## src/mhss_pkg.sv

```systemverilog
package mhss_pkg;

   localparam int WordWidth = 64;
   localparam int SiteWidth = 33;
   localparam int CountWidth = 7;
   localparam int BinWidth = 32;

   typedef enum logic [2:0] {
      CSR_QUERY_FWD  = 3'd0,
      CSR_QUERY_REV  = 3'd1,
      CSR_SEQ_LEN    = 3'd2,
      CSR_ID_OFFSET  = 3'd3,
      CSR_LIST_LIMIT = 3'd4,
      CSR_ERROR_WORD = 3'd5
   } csr_index_type;

   typedef struct packed {
      logic                  check;
      logic [CountWidth-1:0] mm;
      logic [SiteWidth-1:0]  site_id;
      logic                  last;
   } fe_item_type;

   typedef struct packed {
      logic                  kind;
      logic [SiteWidth-1:0]  site_id;
      logic [CountWidth-1:0] mismatches;
      logic                  in_list;
      logic [BinWidth-1:0]   bin_count;
      logic                  list_complete;
      logic                  last;
   } rsp_item_type;

   localparam logic KindHit = 1'b0;
   localparam logic KindSummary = 1'b1;

   function automatic logic [BinWidth-1:0] sat_inc(input logic [BinWidth-1:0] v);
      return (v == {BinWidth{1'b1}}) ? v : v + 1'b1;
   endfunction

   function automatic logic [CountWidth-1:0] popcount64(input logic [WordWidth-1:0] v);
      logic [3:0]            byte_cnt [8];
      logic [CountWidth-1:0] sum;
      sum = '0;
      for (int i = 0; i < 8; i++) begin
         byte_cnt[i] = '0;
         for (int j = 0; j < 8; j++) begin
            byte_cnt[i] = byte_cnt[i] + 4'(v[8*i+j]);
         end
      end
      for (int i = 0; i < 8; i++) begin
         sum = sum + CountWidth'(byte_cnt[i]);
      end
      return sum;
   endfunction

endpackage

```

## src/mhss_fifo.sv

```systemverilog
module mhss_fifo #(
   parameter int Width = 8,
   parameter int Depth = 4
) (
   input  logic             clock,
   input  logic             reset,
   input  logic             push,
   input  logic [Width-1:0] push_data,
   output logic             full,
   input  logic             pop,
   output logic             empty,
   output logic [Width-1:0] head
);

   localparam int AddrWidth = (Depth > 1) ? $clog2(Depth) : 1;
   localparam int CountBits = $clog2(Depth + 1);

   logic [Width-1:0]     mem_ff [Depth];
   logic [AddrWidth-1:0] wr_ptr_ff, wr_ptr_in;
   logic [AddrWidth-1:0] rd_ptr_ff, rd_ptr_in;
   logic [CountBits-1:0] count_ff, count_in;
   logic                 do_push, do_pop;

   assign full = (count_ff == CountBits'(Depth));
   assign empty = (count_ff == '0);
   assign head = mem_ff[rd_ptr_ff];
   assign do_push = push && !full;
   assign do_pop = pop && !empty;

   always_comb begin
      wr_ptr_in = wr_ptr_ff;
      rd_ptr_in = rd_ptr_ff;
      count_in = count_ff;
      if (do_push) begin
         wr_ptr_in = (wr_ptr_ff == AddrWidth'(Depth - 1)) ? '0 : wr_ptr_ff + 1'b1;
      end
      if (do_pop) begin
         rd_ptr_in = (rd_ptr_ff == AddrWidth'(Depth - 1)) ? '0 : rd_ptr_ff + 1'b1;
      end
      if (do_push && !do_pop) begin
         count_in = count_ff + 1'b1;
      end else if (do_pop && !do_push) begin
         count_in = count_ff - 1'b1;
      end
   end

   always_ff @(posedge clock) begin
      if (reset) begin
         wr_ptr_ff <= '0;
         rd_ptr_ff <= '0;
         count_ff <= '0;
      end else begin
         wr_ptr_ff <= wr_ptr_in;
         rd_ptr_ff <= rd_ptr_in;
         count_ff <= count_in;
      end
   end

   always_ff @(posedge clock) begin
      if (do_push) begin
         mem_ff[wr_ptr_ff] <= push_data;
      end
   end

endmodule

```

## src/mhss_front.sv

```systemverilog
module mhss_front (
   input  logic                  clock,
   input  logic                  reset,
   input  logic                  push,
   output logic                  full,
   input  logic [63:0]           entry_word,
   input  logic [31:0]           entry_index,
   input  logic                  last_entry,
   input  logic [63:0]           query_fwd,
   input  logic [63:0]           query_rev,
   input  logic [4:0]            seq_len,
   input  logic [31:0]           id_offset,
   input  logic [63:0]           error_word,
   input  logic                  q_full,
   output logic                  q_push,
   output mhss_pkg::fe_item_type q_item
);

   logic        valid_ff, valid_in;
   logic [63:0] diff_ff;
   logic        check_ff;
   logic [32:0] site_ff;
   logic        last_ff;
   logic        advance, accept;
   logic [63:0] orient, diff_fwd, diff_sel;

   assign advance = !valid_ff || !q_full;
   assign full = !advance;
   assign accept = push && advance;
   assign valid_in = advance ? accept : valid_ff;

   always_comb begin
      orient = 64'd1 << {seq_len, 1'b0};
      diff_fwd = query_fwd ^ entry_word;
      diff_sel = ((diff_fwd & orient) != '0) ? (query_rev ^ entry_word) : diff_fwd;
   end

   always_ff @(posedge clock) begin
      if (reset) begin
         valid_ff <= 1'b0;
      end else begin
         valid_ff <= valid_in;
      end
   end

   always_ff @(posedge clock) begin
      if (accept) begin
         diff_ff <= diff_sel & ~orient;
         check_ff <= (entry_word != error_word);
         site_ff <= 33'(entry_index) + 33'(id_offset);
         last_ff <= last_entry;
      end
   end

   always_comb begin
      q_push = valid_ff && !q_full;
      q_item.check = check_ff;
      q_item.mm = mhss_pkg::popcount64(diff_ff);
      q_item.site_id = site_ff;
      q_item.last = last_ff;
   end

endmodule

```

## src/mhss_back.sv

```systemverilog
module mhss_back #(
   parameter int MaxMismatches = 4
) (
   input  logic                   clock,
   input  logic                   reset,
   input  logic                   q_valid,
   input  mhss_pkg::fe_item_type  q_item,
   output logic                   q_pop,
   input  logic [15:0]            list_limit,
   input  logic                   out_full,
   output logic                   out_push,
   output mhss_pkg::rsp_item_type out_item
);

   localparam int NumBins = MaxMismatches + 1;
   localparam int BinIdxWidth = (NumBins > 1) ? $clog2(NumBins) : 1;

   typedef enum logic {
      ST_ITEM,
      ST_SUM
   } state_type;

   state_type              state_ff, state_in;
   logic [BinIdxWidth-1:0] bin_idx_ff, bin_idx_in;
   logic [31:0]            bins_ff [NumBins];
   logic [31:0]            bins_in [NumBins];
   logic [31:0]            total_ff, total_in;
   logic [31:0]            new_total;
   logic                   hit;
   logic [BinIdxWidth-1:0] hit_bin;
   logic                   last_bin;

   always_comb begin
      hit = q_item.check && (q_item.mm <= 7'(MaxMismatches));
      hit_bin = BinIdxWidth'(q_item.mm);
      new_total = mhss_pkg::sat_inc(total_ff);
      last_bin = (bin_idx_ff == BinIdxWidth'(MaxMismatches));
      q_pop = 1'b0;
      out_push = 1'b0;
      out_item = '0;
      state_in = state_ff;
      bin_idx_in = bin_idx_ff;
      bins_in = bins_ff;
      total_in = total_ff;
      case (state_ff)
         ST_ITEM: begin
            if (q_valid && !(hit && out_full)) begin
               if (hit) begin
                  out_push = 1'b1;
                  out_item.kind = mhss_pkg::KindHit;
                  out_item.site_id = q_item.site_id;
                  out_item.mismatches = q_item.mm;
                  out_item.in_list = (new_total < {16'd0, list_limit});
                  total_in = new_total;
                  for (int b = 0; b < NumBins; b++) begin
                     if (hit_bin == BinIdxWidth'(b)) begin
                        bins_in[b] = mhss_pkg::sat_inc(bins_ff[b]);
                     end
                  end
               end
               if (q_item.last) begin
                  state_in = ST_SUM;
                  bin_idx_in = '0;
               end else begin
                  q_pop = 1'b1;
               end
            end
         end
         ST_SUM: begin
            if (!out_full) begin
               out_push = 1'b1;
               out_item.kind = mhss_pkg::KindSummary;
               out_item.mismatches = 7'(bin_idx_ff);
               out_item.bin_count = bins_ff[bin_idx_ff];
               out_item.list_complete = (total_ff < {16'd0, list_limit});
               out_item.last = last_bin;
               if (last_bin) begin
                  q_pop = 1'b1;
                  state_in = ST_ITEM;
                  bin_idx_in = '0;
                  total_in = '0;
                  for (int b = 0; b < NumBins; b++) begin
                     bins_in[b] = '0;
                  end
               end else begin
                  bin_idx_in = bin_idx_ff + 1'b1;
               end
            end
         end
         default: begin
            state_in = ST_ITEM;
         end
      endcase
   end

   always_ff @(posedge clock) begin
      if (reset) begin
         state_ff <= ST_ITEM;
         bin_idx_ff <= '0;
         total_ff <= '0;
         for (int b = 0; b < NumBins; b++) begin
            bins_ff[b] <= '0;
         end
      end else begin
         state_ff <= state_in;
         bin_idx_ff <= bin_idx_in;
         total_ff <= total_in;
         bins_ff <= bins_in;
      end
   end

   a_pop_needs_item: assert property (@(posedge clock) disable iff (reset)
      q_pop |-> q_valid)
      else $error("Queue popped while empty.");

   a_push_has_room: assert property (@(posedge clock) disable iff (reset)
      out_push |-> !out_full)
      else $error("Result written while the output queue is full.");

   a_sum_holds_item: assert property (@(posedge clock) disable iff (reset)
      (state_ff == ST_SUM) |-> q_valid)
      else $error("Summary phase without a pending last request.");

   a_bin_in_range: assert property (@(posedge clock) disable iff (reset)
      (state_ff == ST_SUM) |-> (bin_idx_ff <= BinIdxWidth'(MaxMismatches)))
      else $error("Summary bin index out of range.");

   a_clear_after_scan: assert property (@(posedge clock) disable iff (reset)
      (state_ff == ST_SUM && !out_full && last_bin) |=> (total_ff == '0))
      else $error("Hit total not cleared after the final summary.");

endmodule

```

## src/mismatch_histogram_site_scan.sv

```systemverilog
// A hit result reaches the result ports through the front register, item and result queues.
// One request per cycle is taken while the front can advance; a last request holds the back
// end for its hit, if any, and one summary per bin, one result per cycle while the result queue has room.
// The request and result queues hold four entries each and set the stall behavior.
// Synchronous reset clears bins, hit total and queues and loads register defaults.
module mismatch_histogram_site_scan #(
   parameter int MaxMismatches = 4
) (
   input  logic        clock,
   input  logic        reset,
   input  logic        push,
   output logic        full,
   input  logic [63:0] req_entry_word,
   input  logic [31:0] req_entry_index,
   input  logic        req_last_entry,
   output logic        empty,
   input  logic        pop,
   output logic        rsp_kind,
   output logic [32:0] rsp_site_id,
   output logic [6:0]  rsp_mismatches,
   output logic        rsp_in_list,
   output logic [31:0] rsp_bin_count,
   output logic        rsp_list_complete,
   output logic        rsp_last,
   input  logic        valid,
   output logic        ready,
   input  logic [2:0]  csr_index,
   input  logic [63:0] csr_data
);

   localparam int QueueDepth = 4;

   logic [63:0] query_fwd_ff;
   logic [63:0] query_rev_ff;
   logic [4:0]  seq_len_ff;
   logic [31:0] id_offset_ff;
   logic [15:0] list_limit_ff;
   logic [63:0] error_word_ff;

   logic                   fq_push, fq_full, fq_pop, fq_empty;
   mhss_pkg::fe_item_type  fq_in, fq_head;
   logic                   rq_push, rq_full;
   mhss_pkg::rsp_item_type rq_in, rq_head;

   assign ready = 1'b1;

   always_ff @(posedge clock) begin
      if (reset) begin
         query_fwd_ff <= '0;
         query_rev_ff <= '0;
         seq_len_ff <= 5'd20;
         id_offset_ff <= '0;
         list_limit_ff <= 16'd2000;
         error_word_ff <= '1;
      end else if (valid && ready) begin
         case (csr_index)
            mhss_pkg::CSR_QUERY_FWD:  query_fwd_ff <= csr_data;
            mhss_pkg::CSR_QUERY_REV:  query_rev_ff <= csr_data;
            mhss_pkg::CSR_SEQ_LEN:    seq_len_ff <= csr_data[4:0];
            mhss_pkg::CSR_ID_OFFSET:  id_offset_ff <= csr_data[31:0];
            mhss_pkg::CSR_LIST_LIMIT: list_limit_ff <= csr_data[15:0];
            mhss_pkg::CSR_ERROR_WORD: error_word_ff <= csr_data;
            default: begin
            end
         endcase
      end
   end

   mhss_front u_front (
      .clock       (clock),
      .reset       (reset),
      .push        (push),
      .full        (full),
      .entry_word  (req_entry_word),
      .entry_index (req_entry_index),
      .last_entry  (req_last_entry),
      .query_fwd   (query_fwd_ff),
      .query_rev   (query_rev_ff),
      .seq_len     (seq_len_ff),
      .id_offset   (id_offset_ff),
      .error_word  (error_word_ff),
      .q_full      (fq_full),
      .q_push      (fq_push),
      .q_item      (fq_in)
   );

   mhss_fifo #(
      .Width ($bits(mhss_pkg::fe_item_type)),
      .Depth (QueueDepth)
   ) u_item_queue (
      .clock     (clock),
      .reset     (reset),
      .push      (fq_push),
      .push_data (fq_in),
      .full      (fq_full),
      .pop       (fq_pop),
      .empty     (fq_empty),
      .head      (fq_head)
   );

   mhss_back #(
      .MaxMismatches (MaxMismatches)
   ) u_back (
      .clock      (clock),
      .reset      (reset),
      .q_valid    (!fq_empty),
      .q_item     (fq_head),
      .q_pop      (fq_pop),
      .list_limit (list_limit_ff),
      .out_full   (rq_full),
      .out_push   (rq_push),
      .out_item   (rq_in)
   );

   mhss_fifo #(
      .Width ($bits(mhss_pkg::rsp_item_type)),
      .Depth (QueueDepth)
   ) u_rsp_queue (
      .clock     (clock),
      .reset     (reset),
      .push      (rq_push),
      .push_data (rq_in),
      .full      (rq_full),
      .pop       (pop),
      .empty     (empty),
      .head      (rq_head)
   );

   always_comb begin
      rsp_kind = rq_head.kind;
      rsp_site_id = rq_head.site_id;
      rsp_mismatches = rq_head.mismatches;
      rsp_in_list = rq_head.in_list;
      rsp_bin_count = rq_head.bin_count;
      rsp_list_complete = rq_head.list_complete;
      rsp_last = rq_head.last;
   end

endmodule

```

## config.mk

```make
export PLATFORM = sky130hd
export DESIGN_NAME = mismatch_histogram_site_scan
export DESIGN_NICKNAME = d
export VERILOG_FILES = /design/src/mhss_pkg.sv /design/src/mhss_fifo.sv /design/src/mhss_front.sv /design/src/mhss_back.sv /design/src/mismatch_histogram_site_scan.sv
export SDC_FILE = /design/constraint.sdc
export NUM_CORES = 2
export LEC_CHECK = 0
export BUFFER_PORTS_ARGS = -buffer_cell sky130_fd_sc_hd__buf_2
export CORE_ASPECT_RATIO = 1.1
export CORE_MARGIN = 1
export CORE_UTILIZATION = 60
export CTS_BUF_LIST = sky130_fd_sc_hd__clkbuf_8
export DETAILED_ROUTE_END_ITERATION = 10
export GPL_TIMING_DRIVEN = 1
export PLACE_DENSITY = 0.77
export REMOVE_ABC_BUFFERS = 1
export SETUP_SLACK_MARGIN = 0.15
export SYNTH_ARGS = -nofsm -noshare
export SYNTH_HDL_FRONTEND = slang
export SYNTH_SLANG_ARGS = --single-unit
```

## constraint.sdc

```tcl
create_clock -name clock -period 7.8 [get_ports clock]
set_input_delay 1.56 -clock clock [delete_from_list [all_inputs] [get_ports clock]]
set_output_delay 1.56 -clock clock [all_outputs]
set_load 0.005 [all_outputs]
```

==> impl_metrics.env <==
export IMPL_dieArea_mm2=0.08062
export IMPL_clock_latency_ps=840
export IMPL_max_slew_margin_rel_pct=21.96
export IMPL_grt_pass1_wl_um=179600
export IMPL_layout_area_seq_mm2=0.02637
export IMPL_vias=32880
export IMPL_grt_use_total_pct=28.62
export IMPL_numCtsBuffers=157
export IMPL_drc_errors=0
export IMPL_synth_area_per_cell_um2=11.46
export IMPL_synth_cell_types=73
export IMPL_period_needed_ps=6929
export IMPL_place_area_mm2=0.04993
export IMPL_grt_max_degree=134
export IMPL_port_buffers=246
export IMPL_mostFrequentLayoutCells="592 x nand2_1, 571 x edfxtp_1, 455 x dfxtp_1, 331 x nor2_1, 267 x a21oi_1"
export IMPL_wl_um=115100
export IMPL_first_pass_iters=6
export IMPL_ir_drop_mv=0.9837
export IMPL_vias_per_cell=5.859
export IMPL_area_growth_pct=11.28
export IMPL_synth_warnings=0
export IMPL_setup_viol=0
export IMPL_max_freq_mhz=144.3
export IMPL_drive_gt1_share_pct=15.05
export IMPL_cellPowerDensity_mw_per_mm2=325.1
export IMPL_cp_data_arrival_time_ps=7540
export IMPL_synth_top_cell_area_share_pct=35.95
export IMPL_p_clk_share_pct=25.4
export IMPL_fp_dieW_um=270.8
export IMPL_path_class="reg2reg"
export IMPL_antenna_found_initial=24
export IMPL_cp_end_kind="register"
export IMPL_worst_pin_slew_ps=1160
export IMPL_clock_sinks=1031
export IMPL_dp_cells=5307
export IMPL_cts_hold_buf=0
export IMPL_netSwitchingPower_mw=5.619
export IMPL_htree_levels=4
export IMPL_fin_area_mm2=0.05307
export IMPL_final_cells=5611
export IMPL_synth_largest_area_cell="edfxtp_1"
export IMPL_die_y_um=297.7
export IMPL_power_frac_seq_pct=42.2
export IMPL_cts_tree="yes"
export IMPL_crit_fanout=4
export IMPL_slowest_delay_ps=540
export IMPL_rsz0062_at_grt="no"
export IMPL_ys_seq_area_share_pct=55.26
export IMPL_synth_ff_type="edfxtp_1"
export IMPL_drtIter0Drc=3137
export IMPL_antenna_left=0
export IMPL_fin_util_pct=67.37
export IMPL_required_ps=8420
export IMPL_final_common_cell="nand2_1"
export IMPL_clockRootBuffer="clkbuf_8"
export IMPL_place_gp_congestion=0.9842
export IMPL_cts_setup_buffers=0
export IMPL_multi_input_area_mm2=0.02006
export IMPL_startpoint_type="register"
export IMPL_yosys_top_cells_area="edfxtp_1 36%, dfxtp_1 19%, mux4_2 6.9%, nand2_1 4.7%, xnor2_1 4.1%"
export IMPL_post_cts_resized=0
export IMPL_grt_remaining_overflow=0
export IMPL_synth_edf_count=571
export IMPL_fillers=5813
export IMPL_fin_crit_sh_pct=88.83
export IMPL_hold_class="reg2reg"
export IMPL_initial_core_util_pct=60.54
export IMPL_grt_pass1_vias=32660
export IMPL_p_comb_share_pct=32.4
export IMPL_cp_cell_sequence="ha_1 > inv_1 > fa_1 > fa_1 > fa_1 > fa_1 > inv_1 > fa_1 > xnor2_1 > fa_1 > fa_1 > inv_1 > fa_1 > inv_1 > fa_1 > inv_1 > ha_1 > a21o_1 > a21oi_1 > o21bai_1 > a21oi_1 > xnor2_1"
export IMPL_netSwitchingFraction_pct=32.57
export IMPL_path_clk_slew_ps=60
export IMPL_coreArea_mm2=0.07878
export IMPL_synthCells=4163
export IMPL_slowest_stage="fa_1"
export IMPL_cap_viol_max_count=0
export IMPL_wl_per_cell_um=20.51
export IMPL_p_int_mw=11.63
export IMPL_row_count=108
export IMPL_pin_count=248
export IMPL_final_max_slew_violation_count=0
export IMPL_path_common_cell="fa_1"
export IMPL_hold_viol_final=0
export IMPL_fin_total_pwr_mw=17.25
export IMPL_ys_async_sr_fraction_pct=0
export IMPL_finalNetCount=4765
export IMPL_hpwl_um=78980
export IMPL_cts_path_max_buffers=3
export IMPL_p_leak_nw=19.48
export IMPL_fin_skew_ps=44.09
export IMPL_yosys_register_bits=1031
export IMPL_synth_area_mm2=0.04769
export IMPL_status="complete, no violations"
Yosys cell counts (25+ instances only):
master,n
nor3_1,66
or3_1,31
nor4_1,36
mux2i_1,81
xnor2_1,222
mux4_2,146
dfxtp_1,460
ha_1,121
o21ai_0,73
and4_1,25
nand3b_1,75
nor2_1,334
a22oi_1,37
nand3_1,93
fa_1,54
edfxtp_1,571
and3_1,68
a21o_1,32
a21oi_1,268
inv_1,173
nand2_1,594
xor2_1,143
nand4_1,80
clkbuf_1,172
cell type report:
class	count	area share [%]
diodes	15	0.07073
clock buffers	171	4.435
clock inverters	118	1.412
inverters	174	1.231
multi-input cells	2772	37.79
flip-flops and latches	1031	49.68
well taps	1045	2.464
repair buffers	285	2.914
layer usage:
layer  GRT usage [%]  part of all wire [%]  vias up
met5               0                 0.093        -
met4           11.38                   3.3       18
met3           5.183                   6.8      242
met2           48.06                    50     1205
met1           36.76                    40    16010
li1                -                     -    15400
registers in the layout (all words and copies together), names as in the netlist, 5 cells and up, named ones only:
| name | cells |
|---|---|
| error_word_ff | 64 |
| id_offset_ff | 32 |
| list_limit_ff | 16 |
| query_fwd_ff | 64 |
| query_rev_ff | 64 |
| seq_len_ff | 5 |
| u_back.bins_ff | 160 |
| u_back.total_ff | 32 |
| u_front.diff_ff | 64 |
| u_front.site_ff | 33 |
| u_item_queue.mem_ff | 168 |
| u_rsp_queue.mem_ff | 304 |
cell families after synthesis:
logic type      synth area share (%)
other cells                  0.01575
compound gates                 6.220
simple gates                   14.73
xor+xnor                       6.703
flops                          55.26
fa+ha+maj                      5.441
mux                            8.618
buf+inv                        3.007
worst paths after layout:
path | cells after the start | start | endpoint | slack [ps]
max | 22 | u_front.diff_ff[0]$_DFFE_PP_ | u_item_queue.mem_ff[3][40]$_DFFE_PP_ | 870
min | 2 | query_rev_ff[43]$_SDFFE_PP0P_ | query_rev_ff[43]$_SDFFE_PP0P_ | 450
max reg2reg | 22 | u_front.diff_ff[0]$_DFFE_PP_ | u_item_queue.mem_ff[3][40]$_DFFE_PP_ | 870
min reg2reg | 2 | query_rev_ff[43]$_SDFFE_PP0P_ | query_rev_ff[43]$_SDFFE_PP0P_ | 450
critical path: cells and delay by family (launching register included):
kind / cells / cell delay (ps)
flops: 1 / 380
fa+ha+maj: 11 / 4940
buf+inv: 5 / 290
compound gates: 4 / 620
xor+xnor: 2 / 480
power by group through the flow:
stage	clock (mW)	combinational, mW	sequential (mW)
global placement	0	5.38	7.40
floorplan	0	3.98	7.51
global route	4.69	6.22	7.31
detailed placement	0	5.59	7.40
finish	4.39	5.59	7.28
CTS	4.45	5.65	7.29
through the flow:
step                hold WS, ps  worst slack (ps)  TNS, ps
floorplan                 429.6             -5374  -337950
CTS                       454.3             836.7        0
global route              469.0             529.0        0
global placement          440.8             985.4        0
finish                    452.3             871.1        0
detailed placement        446.3             875.1        0
Note: power is estimated with default switching activity, not from simulation.
